<file path="src/rtl/fcp_pkg.sv">
// shared constants, types and helpers for the fly camera pose update
// no dependencies
`default_nettype none
package fcp_pkg;
	localparam int ANGLE_BITS_DEF    = 16;
	localparam int VEC_FRAC_BITS_DEF = 14;
	localparam int CORDIC_STEPS      = 30;
	localparam int CORDIC_GAIN_Q30   = 652032874;

	typedef struct packed {
		logic [15:0] pitch_delta;
		logic [15:0] yaw_delta;
		logic [31:0] move_right;
		logic [31:0] move_up;
		logic [31:0] move_forward;
	} in_req_t;

	typedef struct packed {
		logic [31:0] pos_x;
		logic [31:0] pos_y;
		logic [31:0] pos_z;
		logic [15:0] fwd_x;
		logic [15:0] fwd_y;
		logic [15:0] fwd_z;
		logic [15:0] up_x;
		logic [15:0] up_y;
		logic [15:0] up_z;
		logic [15:0] right_x;
		logic [15:0] right_z;
	} out_req_t;

	// datapath commands
	localparam logic [3:0] OP_NONE   = 4'd0;
	localparam logic [3:0] OP_LOAD   = 4'd1;
	localparam logic [3:0] OP_CINITP = 4'd2;
	localparam logic [3:0] OP_CSTEP  = 4'd3;
	localparam logic [3:0] OP_CENDP  = 4'd4;
	localparam logic [3:0] OP_CINITY = 4'd5;
	localparam logic [3:0] OP_CENDY  = 4'd6;
	localparam logic [3:0] OP_MUL    = 4'd7;
	localparam logic [3:0] OP_MACC   = 4'd8;

	typedef struct packed {
		logic [3:0] op;
		logic [4:0] step;
	} dp_cmd_t;

	function automatic logic [31:0] atan_turn(input logic [4:0] i);
		case (i)
			5'd0: atan_turn = 32'd536870912;  5'd1: atan_turn = 32'd316933406;
			5'd2: atan_turn = 32'd167458907;  5'd3: atan_turn = 32'd85004756;
			5'd4: atan_turn = 32'd42667331;   5'd5: atan_turn = 32'd21354465;
			5'd6: atan_turn = 32'd10679838;   5'd7: atan_turn = 32'd5340245;
			5'd8: atan_turn = 32'd2670163;    5'd9: atan_turn = 32'd1335087;
			5'd10: atan_turn = 32'd667544;    5'd11: atan_turn = 32'd333772;
			5'd12: atan_turn = 32'd166886;    5'd13: atan_turn = 32'd83443;
			5'd14: atan_turn = 32'd41722;     5'd15: atan_turn = 32'd20861;
			5'd16: atan_turn = 32'd10430;     5'd17: atan_turn = 32'd5215;
			5'd18: atan_turn = 32'd2608;      5'd19: atan_turn = 32'd1304;
			5'd20: atan_turn = 32'd652;       5'd21: atan_turn = 32'd326;
			5'd22: atan_turn = 32'd163;       5'd23: atan_turn = 32'd81;
			5'd24: atan_turn = 32'd41;        5'd25: atan_turn = 32'd20;
			5'd26: atan_turn = 32'd10;        5'd27: atan_turn = 32'd5;
			5'd28: atan_turn = 32'd3;         5'd29: atan_turn = 32'd1;
			default: atan_turn = 32'd0;
		endcase
	endfunction
endpackage
`default_nettype wire

</file>
<file path="src/rtl/fcp_stream_if.sv">
// valid/ready channel carrying one payload type
// depends on nothing
`default_nettype none
interface fcp_stream_if #(parameter type payload_t = logic) (input wire logic clk);
	logic     valid;
	logic     ready;
	payload_t data;
	modport source (output valid, output data, input ready);
	modport sink   (input valid, input data, output ready);
endinterface
`default_nettype wire

</file>
<file path="src/rtl/fly_camera_pose_update.sv">
// fly camera pose update top level
// depends on fcp_pkg, fcp_stream_if, fcp_ctrl, fcp_datapath
//
//  channel  dir  payload
//  in_ch    in   pitch/yaw deltas, three step lengths
//  out_ch   out  location, forward, up, right vectors
//
// from request to result: the accepting edge loads the angles, then come the
// pitch cordic, the yaw cordic, the vector products and the location
// accumulates; the accumulates and some vector products use the shared multiplier
// the result register holds until taken; the next request waits for it, so
// a new request is not accepted while one is in progress or still pending
// arst_n clears angles, location and control
`default_nettype none
module fly_camera_pose_update #(
	parameter int ANGLE_BITS    = fcp_pkg::ANGLE_BITS_DEF,
	parameter int VEC_FRAC_BITS = fcp_pkg::VEC_FRAC_BITS_DEF
) (
	input wire logic clk,
	input wire logic arst_n,
	fcp_stream_if.sink   in_ch,
	fcp_stream_if.source out_ch
);
	import fcp_pkg::*;
	dp_cmd_t cmd;
	// controller owns the handshake
	fcp_ctrl u_ctrl (.clk, .arst_n, .in_valid(in_ch.valid), .in_ready(in_ch.ready),
		.out_valid(out_ch.valid), .out_ready(out_ch.ready), .cmd);
	// datapath holds angles, location and the cordic registers
	fcp_datapath #(.ANGLE_BITS(ANGLE_BITS), .VEC_FRAC_BITS(VEC_FRAC_BITS)) u_dp (
		.clk, .arst_n, .cmd, .in_data(in_ch.data), .out_data(out_ch.data));
endmodule
`default_nettype wire

</file>
<file path="src/rtl/fcp_ctrl.sv">
// sequencer for the pose update: issues datapath commands per item
// depends on fcp_pkg
`default_nettype none
module fcp_ctrl (
	input  wire logic            clk,
	input  wire logic            arst_n,
	input  wire logic            in_valid,
	output logic                 in_ready,
	output logic                 out_valid,
	input  wire logic            out_ready,
	output fcp_pkg::dp_cmd_t     cmd
);
	import fcp_pkg::*;
	localparam logic [2:0] S_IDLE = 3'd0, S_CP = 3'd1, S_CY = 3'd2, S_MUL = 3'd3,
		S_MAC = 3'd4;
	logic [2:0] state_q;
	logic [4:0] cnt_q;
	logic       full_q;
	logic       start;
	logic       done;

	assign in_ready  = (state_q == S_IDLE) && !full_q;
	assign out_valid = full_q;
	assign start     = in_valid && in_ready;

	always_comb begin
		cmd.op = OP_NONE;
		cmd.step = cnt_q;
		done = 1'b0;
		case (state_q)
			S_IDLE: if (start) cmd.op = OP_LOAD;
			S_CP: cmd.op = (cnt_q == 5'd0) ? OP_CINITP :
				(cnt_q == 5'd31) ? OP_CENDP : OP_CSTEP;
			S_CY: cmd.op = (cnt_q == 5'd0) ? OP_CINITY :
				(cnt_q == 5'd31) ? OP_CENDY : OP_CSTEP;
			S_MUL: cmd.op = OP_MUL;
			S_MAC: begin
				cmd.op = OP_MACC;
				done = (cnt_q == 5'd8);
			end
			default: cmd.op = OP_NONE;
		endcase
		// cordic steps use index cnt-1
		if (state_q == S_CP || state_q == S_CY) cmd.step = cnt_q - 5'd1;
	end

	always_ff @(posedge clk or negedge arst_n) begin
		if (!arst_n) begin
			state_q <= S_IDLE;
			cnt_q <= '0;
			full_q <= 1'b0;
		end else begin
			if (full_q && out_ready) full_q <= 1'b0;
			case (state_q)
				S_IDLE: if (start) begin
					state_q <= S_CP;
					cnt_q <= '0;
				end
				S_CP: begin
					cnt_q <= cnt_q + 5'd1;
					if (cnt_q == 5'd31) state_q <= S_CY;
				end
				S_CY: begin
					cnt_q <= cnt_q + 5'd1;
					if (cnt_q == 5'd31) begin
						state_q <= S_MUL;
						cnt_q <= '0;
					end
				end
				S_MUL: begin
					cnt_q <= cnt_q + 5'd1;
					if (cnt_q == 5'd3) begin
						state_q <= S_MAC;
						cnt_q <= '0;
					end
				end
				S_MAC: begin
					cnt_q <= cnt_q + 5'd1;
					if (done) begin
						state_q <= S_IDLE;
						full_q <= 1'b1;
					end
				end
				default: state_q <= S_IDLE;
			endcase
		end
	end
endmodule
`default_nettype wire

</file>
<file path="src/rtl/fcp_datapath.sv">
// cordic unit, vector products and location accumulate
// depends on fcp_pkg
`default_nettype none
module fcp_datapath #(
	parameter int ANGLE_BITS    = fcp_pkg::ANGLE_BITS_DEF,
	parameter int VEC_FRAC_BITS = fcp_pkg::VEC_FRAC_BITS_DEF
) (
	input  wire logic             clk,
	input  wire logic             arst_n,
	input  wire fcp_pkg::dp_cmd_t cmd,
	input  wire fcp_pkg::in_req_t in_data,
	output fcp_pkg::out_req_t     out_data
);
	import fcp_pkg::*;
	localparam int AB = ANGLE_BITS;
	localparam int VF = VEC_FRAC_BITS;
	// vector component width, holds plus or minus one and its negation
	localparam int VW = VF + 2;
	// pitch sum width, covers the 16-bit delta and the stored angle
	localparam int PW = ((AB > 16) ? AB : 16) + 1;
	localparam logic signed [PW-1:0] PLIM =
		PW'((64'd1 << AB) * 64'd157070000 / 64'd628318531);
	localparam logic signed [VW-1:0] VONE = VW'(1) << VF;
	localparam int RS = 30 - VF;

	logic signed [AB-1:0] pitch_q, yaw_q;
	logic signed [31:0]   loc_q [3];
	logic signed [31:0]   mr_q, mu_q, mf_q;
	logic signed [33:0]   cx_q, cy_q;
	logic signed [33:0]   cz_q;
	logic [1:0]           k_q;
	logic signed [VW-1:0] sp_q, cp_q, sy_q, cyw_q;
	logic signed [VW-1:0] fwd_q [3];
	logic signed [VW-1:0] up_q [3];
	logic signed [2*VW-1:0] t0_q;

	// pitch sum and clamp
	logic signed [PW-1:0] psum;
	logic signed [AB-1:0] pnext;
	always_comb begin
		psum = PW'(pitch_q) + PW'($signed(in_data.pitch_delta));
		if (psum > PLIM) psum = PLIM;
		if (psum < -PLIM) psum = -PLIM;
		pnext = psum[AB-1:0];
	end

	function automatic logic signed [VW-1:0] clampu(input logic signed [63:0] v);
		if (v > 64'(VONE)) return VONE;
		if (v < -64'(VONE)) return -VONE;
		return VW'(v);
	endfunction

	function automatic logic signed [VW-1:0] rnd(input logic signed [63:0] v, input int n);
		return clampu((v + (64'sd1 <<< (n-1))) >>> n);
	endfunction

	// cordic init from angle
	logic [31:0] ang, uu;
	logic [1:0]  kk;
	always_comb begin
		ang = (cmd.op == OP_CINITP) ? {pitch_q, {(32-AB){1'b0}}} : {yaw_q, {(32-AB){1'b0}}};
		kk = 2'((ang + 32'h20000000) >> 30);
		uu = ang - {kk, 30'd0};
	end

	logic signed [VW-1:0] cr, sr, cq, sq;
	always_comb begin
		cr = rnd(64'(cx_q), RS);
		sr = rnd(64'(cy_q), RS);
		case (k_q)
			2'd0: begin cq = cr; sq = sr; end
			2'd1: begin cq = -sr; sq = cr; end
			2'd2: begin cq = -cr; sq = -sr; end
			default: begin cq = sr; sq = -cr; end
		endcase
	end

	// shared multiplier operands
	logic signed [VW-1:0] ma;
	logic signed [31:0] mb;
	logic signed [3:0]  sel;
	always_comb begin
		ma = '0; mb = '0;
		case (cmd.op)
			OP_MUL: case (cmd.step[1:0])
				2'd0: begin ma = sy_q; mb = 32'(cp_q); end
				2'd1: begin ma = cp_q; mb = 32'(cyw_q); end
				2'd2: begin ma = fwd_q[1]; mb = 32'(sy_q); end
				default: begin ma = fwd_q[0]; mb = 32'(sy_q); end
			endcase
			OP_MACC: case (cmd.step)
				5'd0: begin ma = -cyw_q; mb = mr_q; end
				5'd1: begin ma = '0; mb = mr_q; end
				5'd2: begin ma = sy_q; mb = mr_q; end
				5'd3: begin ma = up_q[0]; mb = mu_q; end
				5'd4: begin ma = up_q[1]; mb = mu_q; end
				5'd5: begin ma = up_q[2]; mb = mu_q; end
				5'd6: begin ma = fwd_q[0]; mb = mf_q; end
				5'd7: begin ma = fwd_q[1]; mb = mf_q; end
				default: begin ma = fwd_q[2]; mb = mf_q; end
			endcase
			default: ;
		endcase
	end
	assign sel = '0;
	logic signed [VW+31:0] mp;
	assign mp = (VW+32)'(ma) * (VW+32)'(mb) + (VW+32)'(sel);

	logic signed [33:0] len;
	logic [1:0] li;
	logic signed [33:0] lsum;
	always_comb begin
		len = 34'((64'(mp) + (64'sd1 <<< (VF-1))) >>> VF);
		li = (cmd.step == 5'd0 || cmd.step == 5'd3 || cmd.step == 5'd6) ? 2'd0 :
			(cmd.step == 5'd1 || cmd.step == 5'd4 || cmd.step == 5'd7) ? 2'd1 : 2'd2;
		lsum = 34'(loc_q[li]) + len;
	end

	always_ff @(posedge clk or negedge arst_n) begin
		if (!arst_n) begin
			pitch_q <= '0; yaw_q <= '0;
			loc_q[0] <= '0; loc_q[1] <= '0; loc_q[2] <= '0;
		end else begin
			case (cmd.op)
				OP_LOAD: begin
					pitch_q <= pnext;
					yaw_q <= yaw_q + AB'($signed(in_data.yaw_delta));
				end
				OP_MACC: begin
					if (lsum > 34'sd2147483647) loc_q[li] <= 32'sh7fffffff;
					else if (lsum < -34'sd2147483648) loc_q[li] <= 32'sh80000000;
					else loc_q[li] <= lsum[31:0];
				end
				default: ;
			endcase
		end
	end

	always_ff @(posedge clk) begin
		case (cmd.op)
			OP_LOAD: begin
				mr_q <= in_data.move_right;
				mu_q <= in_data.move_up;
				mf_q <= in_data.move_forward;
			end
			OP_CINITP, OP_CINITY: begin
				cx_q <= 34'(CORDIC_GAIN_Q30); cy_q <= '0;
				cz_q <= 34'($signed(uu)); k_q <= kk;
			end
			OP_CSTEP: begin
				if (cz_q >= 0) begin
					cx_q <= cx_q - (cy_q >>> cmd.step);
					cy_q <= cy_q + (cx_q >>> cmd.step);
					cz_q <= cz_q - 34'(atan_turn(cmd.step));
				end else begin
					cx_q <= cx_q + (cy_q >>> cmd.step);
					cy_q <= cy_q - (cx_q >>> cmd.step);
					cz_q <= cz_q + 34'(atan_turn(cmd.step));
				end
			end
			OP_CENDP: begin sp_q <= sq; cp_q <= cq; end
			OP_CENDY: begin sy_q <= sq; cyw_q <= cq; end
			OP_MUL: case (cmd.step[1:0])
				2'd0: begin fwd_q[0] <= -rnd(64'(mp), VF); fwd_q[1] <= -sp_q; end
				2'd1: fwd_q[2] <= -rnd(64'(mp), VF);
				2'd2: begin
					up_q[0] <= rnd(64'(mp), VF);
					up_q[2] <= rnd(64'(fwd_q[1]) * 64'(cyw_q), VF);
					t0_q <= (2*VW)'(64'(-fwd_q[2]) * 64'(cyw_q));
				end
				default: up_q[1] <= rnd(64'(t0_q) - 64'(mp), VF);
			endcase
			default: ;
		endcase
	end

	assign out_data.pos_x = loc_q[0];
	assign out_data.pos_y = loc_q[1];
	assign out_data.pos_z = loc_q[2];
	assign out_data.fwd_x = 16'(fwd_q[0]);
	assign out_data.fwd_y = 16'(fwd_q[1]);
	assign out_data.fwd_z = 16'(fwd_q[2]);
	assign out_data.up_x = 16'(up_q[0]);
	assign out_data.up_y = 16'(up_q[1]);
	assign out_data.up_z = 16'(up_q[2]);
	assign out_data.right_x = 16'(-cyw_q);
	assign out_data.right_z = 16'(sy_q);
endmodule
`default_nettype wire

</file>
<file path="src/flat_wrapper.sv">
// flat-port wrapper written by rule: the top's interface ports become plain ports
module fly_camera_pose_update_flat import fcp_pkg::*;
#(
	parameter int ANGLE_BITS    = fcp_pkg::ANGLE_BITS_DEF,
	parameter int VEC_FRAC_BITS = fcp_pkg::VEC_FRAC_BITS_DEF
)
  (clk, arst_n, in_ch_valid, in_ch_data, in_ch_ready, out_ch_valid, out_ch_data, out_ch_ready);
  fcp_stream_if #(.payload_t(in_req_t)) in_ch_i (.clk(clk));
  fcp_stream_if #(.payload_t(out_req_t)) out_ch_i (.clk(clk));
  input wire logic clk;
  input wire logic arst_n;
  input wire logic [$bits(in_ch_i.valid)-1:0] in_ch_valid;
  input wire logic [$bits(in_ch_i.data)-1:0] in_ch_data;
  output wire logic [$bits(in_ch_i.ready)-1:0] in_ch_ready;
  output wire logic [$bits(out_ch_i.valid)-1:0] out_ch_valid;
  output wire logic [$bits(out_ch_i.data)-1:0] out_ch_data;
  input wire logic [$bits(out_ch_i.ready)-1:0] out_ch_ready;
  assign in_ch_i.valid = in_ch_valid;
  assign in_ch_i.data = in_ch_data;
  assign in_ch_ready = in_ch_i.ready;
  assign out_ch_valid = out_ch_i.valid;
  assign out_ch_data = out_ch_i.data;
  assign out_ch_i.ready = out_ch_ready;
  fly_camera_pose_update #(.ANGLE_BITS(ANGLE_BITS), .VEC_FRAC_BITS(VEC_FRAC_BITS)) u_core (.clk(clk), .arst_n(arst_n), .in_ch(in_ch_i), .out_ch(out_ch_i));
endmodule
</file>
<file path="config.mk">
export PLATFORM = sky130hd
export DESIGN_NAME = fly_camera_pose_update_flat
export DESIGN_NICKNAME = d
export VERILOG_FILES = /design/src/rtl/fcp_pkg.sv /design/src/rtl/fcp_stream_if.sv /design/src/rtl/fly_camera_pose_update.sv /design/src/rtl/fcp_ctrl.sv /design/src/rtl/fcp_datapath.sv /design/src/flat_wrapper.sv
export SDC_FILE = /design/constraint.sdc
export NUM_CORES = 2
export LEC_CHECK = 0
export BUFFER_PORTS_ARGS = -buffer_cell sky130_fd_sc_hd__buf_2
export CORE_MARGIN = 2
export CORE_UTILIZATION = 44
export DETAILED_ROUTE_END_ITERATION = 10
export GPL_TIMING_DRIVEN = 0
export SLEW_MARGIN = 20
export SYNTH_ARGS = -nofsm -noshare
export SYNTH_HDL_FRONTEND = slang
export SYNTH_SLANG_ARGS = --single-unit
</file>
<file path="constraint.sdc">
create_clock -name clk -period 17.7 [get_ports clk]
set_input_delay 1.77 -clock clk [delete_from_list [all_inputs] [get_ports clk]]
set_output_delay 1.77 -clock clk [all_outputs]
set_load 0.02 [all_outputs]
</file>
==> impl_summary.log <==
[metrics] Fmax: 0.05867 GHz
[metrics] routed wirelength normalized by instance count: 26.21 um
[metrics] Seq. cell area: 15,200 um2
[metrics] core footprint: 185,000 um2
[metrics] number of buffers added by the clock tree synthesis step: 74
[metrics] source of the critical timing path: u_core.u_ctrl.cnt_q[1]
[metrics] Worst path max stage delay: 0.56 ns
[metrics] worst r2r dst: u_core.u_dp.out_data[145]
[metrics] Hold Path Origin: u_core.u_dp.yaw_q[15]
[metrics] number of antenna violations at the first check in global routing: 20
[metrics] GRT Total Usage: 33.75%
[metrics] area of the die: 189,400 um2
[metrics] share of flip-flops with an asynchronous set or reset after synthesis: 25.90%
[metrics] setup repair after global routing missed its margin: no
[metrics] max-slew violation total from the final report: 0
[metrics] number of input and output port buffers inserted: 357
[metrics] summed instance area of the synthesized netlist: 81,830 um2
[metrics] setup TNS after final layout: 0 ns
[metrics] H-Tree Level Count: 3
[metrics] detailed placement HPWL: 265,800 um
[metrics] Chip Height: 435.2 um
[metrics] number of flops mapped to enable cells by yosys: 392
[metrics] multi-input logic area: 60,010 um2
[metrics] Slew headroom: 16.04%
[metrics] slowest cell on the critical path: sky130_fd_sc_hd__fa_1
[metrics] clock root buffer master: sky130_fd_sc_hd__clkbuf_16
[metrics] Worst-Margin Slew: 1.255 ns
[metrics] CP endpoint: u_core.u_dp.out_data[145]
[metrics] first-pass GRT wire length: 474,300 um
[metrics] flip-flop cell with the highest count after synthesis: sky130_fd_sc_hd__edfxtp_1
[metrics] Critical path buffers and inverters: 11
[metrics] # placed instances: 12,140
[metrics] remaining antenna violation count: 0
[metrics] routed wire length: 321,900 um
[metrics] Top delay family on crit path: compound AO/OA/AOI/OAI gates
[metrics] drt via density: 5.790
[metrics] class of the tightest hold or removal check: reg2reg
[metrics] TritonCTS clock tree: built
[metrics] Synth Register Bits: 529
[metrics] Reg2Reg Launch Point: u_core.u_ctrl.cnt_q[1]
[metrics] remaining global-route overflow: 0
[metrics] launching element type of the critical path: flip-flop
[metrics] part of the Yosys area used for sequential elements: 18.58%
[metrics] area overhead of the layout relative to synthesis: 10.19%
[metrics] CP Data Arrival Time: 17.69 ns
[metrics] maximum number of pins on one net before global-route repair: 97
[metrics] final period utilization: 96.30%
[metrics] drt first pass iters: 7
[metrics] number of cell rows: 158
[metrics] final weighted congestion of routability-driven global placement: 1.031
[metrics] count of cell types in the netlist: 105
[metrics] clock-pin slew on the worst setup and hold paths: 0.07 ns
[metrics] status: finished clean
[metrics] Critical Path Sink Type: flip-flop
[metrics] residual DRC count: 0
[metrics] number of hold violations in the final report: 0
[metrics] number of cells on the worst reg-to-reg path: 59
[metrics] Max Fanout on Critical Path: 10
[metrics] final instance count without filler cells: 12,280
[metrics] later-pin clock latency in the skew report: 0.77 ns
[metrics] Max Clock Skew: 0.1049 ns
[metrics] # fillers: 18,020
[metrics] layout cell share with drive strength beyond 1: 8.560%
[metrics] final count of negative-setup-slack endpoints: 0
[metrics] Crit path required time: 18.34 ns
[metrics] final period demand of the worst path: 17.04 ns
[metrics] TritonCTS Sinks: 529
[metrics] number of top-level pins: 358
[metrics] Yosys warnings: 0
[metrics] total via count after detailed routing: 71,120
[metrics] cell count after synthesis: 9,273
[metrics] max_cap viols: 0
[metrics] Longest Clk Path Bufs: 3
[metrics] starting density of the core: 44.22%
[metrics] Synth Area per Inst: 8.824 um2
[metrics] floorplan die width: 435.2 um
[metrics] synthesized net count: 11,030
[metrics] Critical Path Stages: 59
[metrics] via count of the first global-routing pass: 71,430
[metrics] path type of the worst setup path: reg2reg
[metrics] DRT iter0 DRCs: 7,104
[metrics] worst reg-to-reg setup slack: 0.66 ns
[metrics] net count reported at finish: 11,480
area by class of cell:
cell class | count | area share [%]
sequential | 529 | 16.86
tap | 2480 | 3.441
inverter | 1378 | 5.737
clock buffer | 90 | 2.177
multi-input combinational | 6904 | 66.56
antenna | 13 | 0.03608
clock inverter | 47 | 0.5870
buffer | 453 | 2.083
timing repair buffer | 389 | 2.523
cells in the final DEF, fill, tap and decap left out, drive strengths merged, types with 45 or more instances in the layout:
master / n
fa: 1064
o21a: 69
a22oi: 85
mux4: 78
nand2b: 111
xor2: 154
or2: 52
nand2: 1163
and3: 65
mux2i: 147
a21oi: 506
xnor2: 324
nor3: 128
a31oi: 49
o211ai: 45
nor2: 788
nand4: 54
ha: 558
nor2b: 60
dfrtp: 137
a21o: 118
edfxtp: 392
clkbuf: 470
a211oi: 65
inv: 1386
and2: 277
o21bai: 52
nand3: 134
buf: 457
o21ai: 307
layer usage:
layer  track usage, %  vias up  share of wire, %
met3            6.232      739               8.3
met1            43.27    35560                39
met5                0        -             0.028
met2            52.64     3310                45
li1                 -    31490                 -
met4            21.41       14               7.6
logic make-up after synthesis:
| kind of cell | count (synthesis) | share of synthesized area [%] |
|---|---|---|
| adders and majority gates | 1622 | 34.56 |
| buffers and inverters | 1840 | 8.505 |
| muxes | 234 | 4.069 |
| AOI/OAI and AO/OA | 1571 | 12.30 |
| and+or+nand+nor | 2999 | 16.85 |
| DFF | 529 | 18.58 |
| xor gates and xnor gates | 478 | 5.139 |
cells in the mapped netlist (16+ instances only):
master | count | area, um2
sky130_fd_sc_hd__a211oi_1 | 59 | 442.9
sky130_fd_sc_hd__a21o_1 | 118 | 885.9
sky130_fd_sc_hd__a21oi_1 | 506 | 2532
sky130_fd_sc_hd__a221oi_1 | 20 | 175.2
sky130_fd_sc_hd__a22o_1 | 28 | 245.2
sky130_fd_sc_hd__a22oi_1 | 85 | 638.1
sky130_fd_sc_hd__a31oi_1 | 49 | 306.5
sky130_fd_sc_hd__and2_1 | 273 | 1708
sky130_fd_sc_hd__and3_1 | 64 | 400.4
sky130_fd_sc_hd__buf_1 | 46 | 172.7
sky130_fd_sc_hd__buf_2 | 27 | 135.1
sky130_fd_sc_hd__clkbuf_1 | 386 | 1449
sky130_fd_sc_hd__dfrtp_1 | 137 | 3428
sky130_fd_sc_hd__edfxtp_1 | 392 | 11770
sky130_fd_sc_hd__fa_1 | 1064 | 21300
sky130_fd_sc_hd__ha_1 | 558 | 6982
sky130_fd_sc_hd__inv_1 | 1373 | 5154
sky130_fd_sc_hd__mux2i_1 | 147 | 1471
sky130_fd_sc_hd__mux4_2 | 78 | 1757
sky130_fd_sc_hd__nand2_1 | 1163 | 4365
sky130_fd_sc_hd__nand2b_1 | 111 | 694.4
sky130_fd_sc_hd__nand3_1 | 134 | 670.6
sky130_fd_sc_hd__nand3b_1 | 19 | 142.6
sky130_fd_sc_hd__nand4_1 | 53 | 331.6
sky130_fd_sc_hd__nor2_1 | 785 | 2947
sky130_fd_sc_hd__nor2b_1 | 60 | 375.4
sky130_fd_sc_hd__nor3_1 | 128 | 640.6
sky130_fd_sc_hd__nor3b_1 | 18 | 135.1
sky130_fd_sc_hd__nor4_1 | 42 | 262.8
sky130_fd_sc_hd__o2111ai_1 | 16 | 140.1
sky130_fd_sc_hd__o211ai_1 | 45 | 337.8
sky130_fd_sc_hd__o21a_1 | 69 | 518.0
sky130_fd_sc_hd__o21ai_0 | 285 | 1426
sky130_fd_sc_hd__o21ai_1 | 22 | 110.1
sky130_fd_sc_hd__o21bai_1 | 52 | 390.4
sky130_fd_sc_hd__o22ai_1 | 25 | 156.4
sky130_fd_sc_hd__o31ai_1 | 16 | 120.1
sky130_fd_sc_hd__or2_2 | 48 | 300.3
sky130_fd_sc_hd__or3_1 | 32 | 200.2
sky130_fd_sc_hd__or4_1 | 19 | 142.6
sky130_fd_sc_hd__xnor2_1 | 323 | 2829
sky130_fd_sc_hd__xor2_1 | 154 | 1349
through the flow:
step / util [%] / hold WS (ns) / instance area [um2] / setup slack (ns)
6_report: 48.73 / 0.4850 / 90170 / 0.6557
5_1_grt: 48.71 / 0.5260 / 90140 / 0.005446
4_1_cts: 48.61 / 0.4825 / 89940 / 0.02313
3_5_place_dp: 47.18 / 0.4711 / 87300 / -2.516
3_3_place_gp: 46.86 / 0.4593 / 86720 / -3.139
2_1_floorplan: - / 0.4448 / 81830 / 3.465
how the worst min path moves through the flow:
| stage | endpoint | slack (ns) | cells after the start |
|---|---|---|---|
| 3_5_place_dp | u_core.u_dp.yaw_q[15] | 0.47 | 1 |
| 4_1_cts | u_core.u_dp.yaw_q[15] | 0.48 | 1 |
| 6_report | u_core.u_dp.yaw_q[15] | 0.48 | 1 |
| 5_1_grt | u_core.u_dp.yaw_q[15] | 0.53 | 1 |
| 2_1_floorplan | u_core.u_dp.yaw_q[15] | 0.44 | 1 |
| 3_3_place_gp | u_core.u_dp.yaw_q[15] | 0.46 | 1 |
sequential cells by signal, indices dropped and copies added, names as in the netlist, 32 cells and up:
signal,count
u_core.u_dp.mr_q,32
u_core.u_dp.cz_q,34
u_core.u_dp.up_q,48
u_core.u_dp.t0_q,32
u_core.u_dp.cx_q,34
u_core.u_dp.cy_q,34
u_core.u_dp.mf_q,32
u_core.u_dp.mu_q,32
u_core.u_dp.out_data,96
u_core.u_dp.fwd_q,48
repair_timing:
item | in CTS | in global routing
hold buffers | 0 | 0
resized for setup | 58 | 91
buffers inserted | 0 | 2
setup endpoints to repair | 155 | 119
pin swaps | 0 | 2
Power is not shown: default switching activity piles up to over one toggle a cycle in this logic, so the estimate is an artifact.
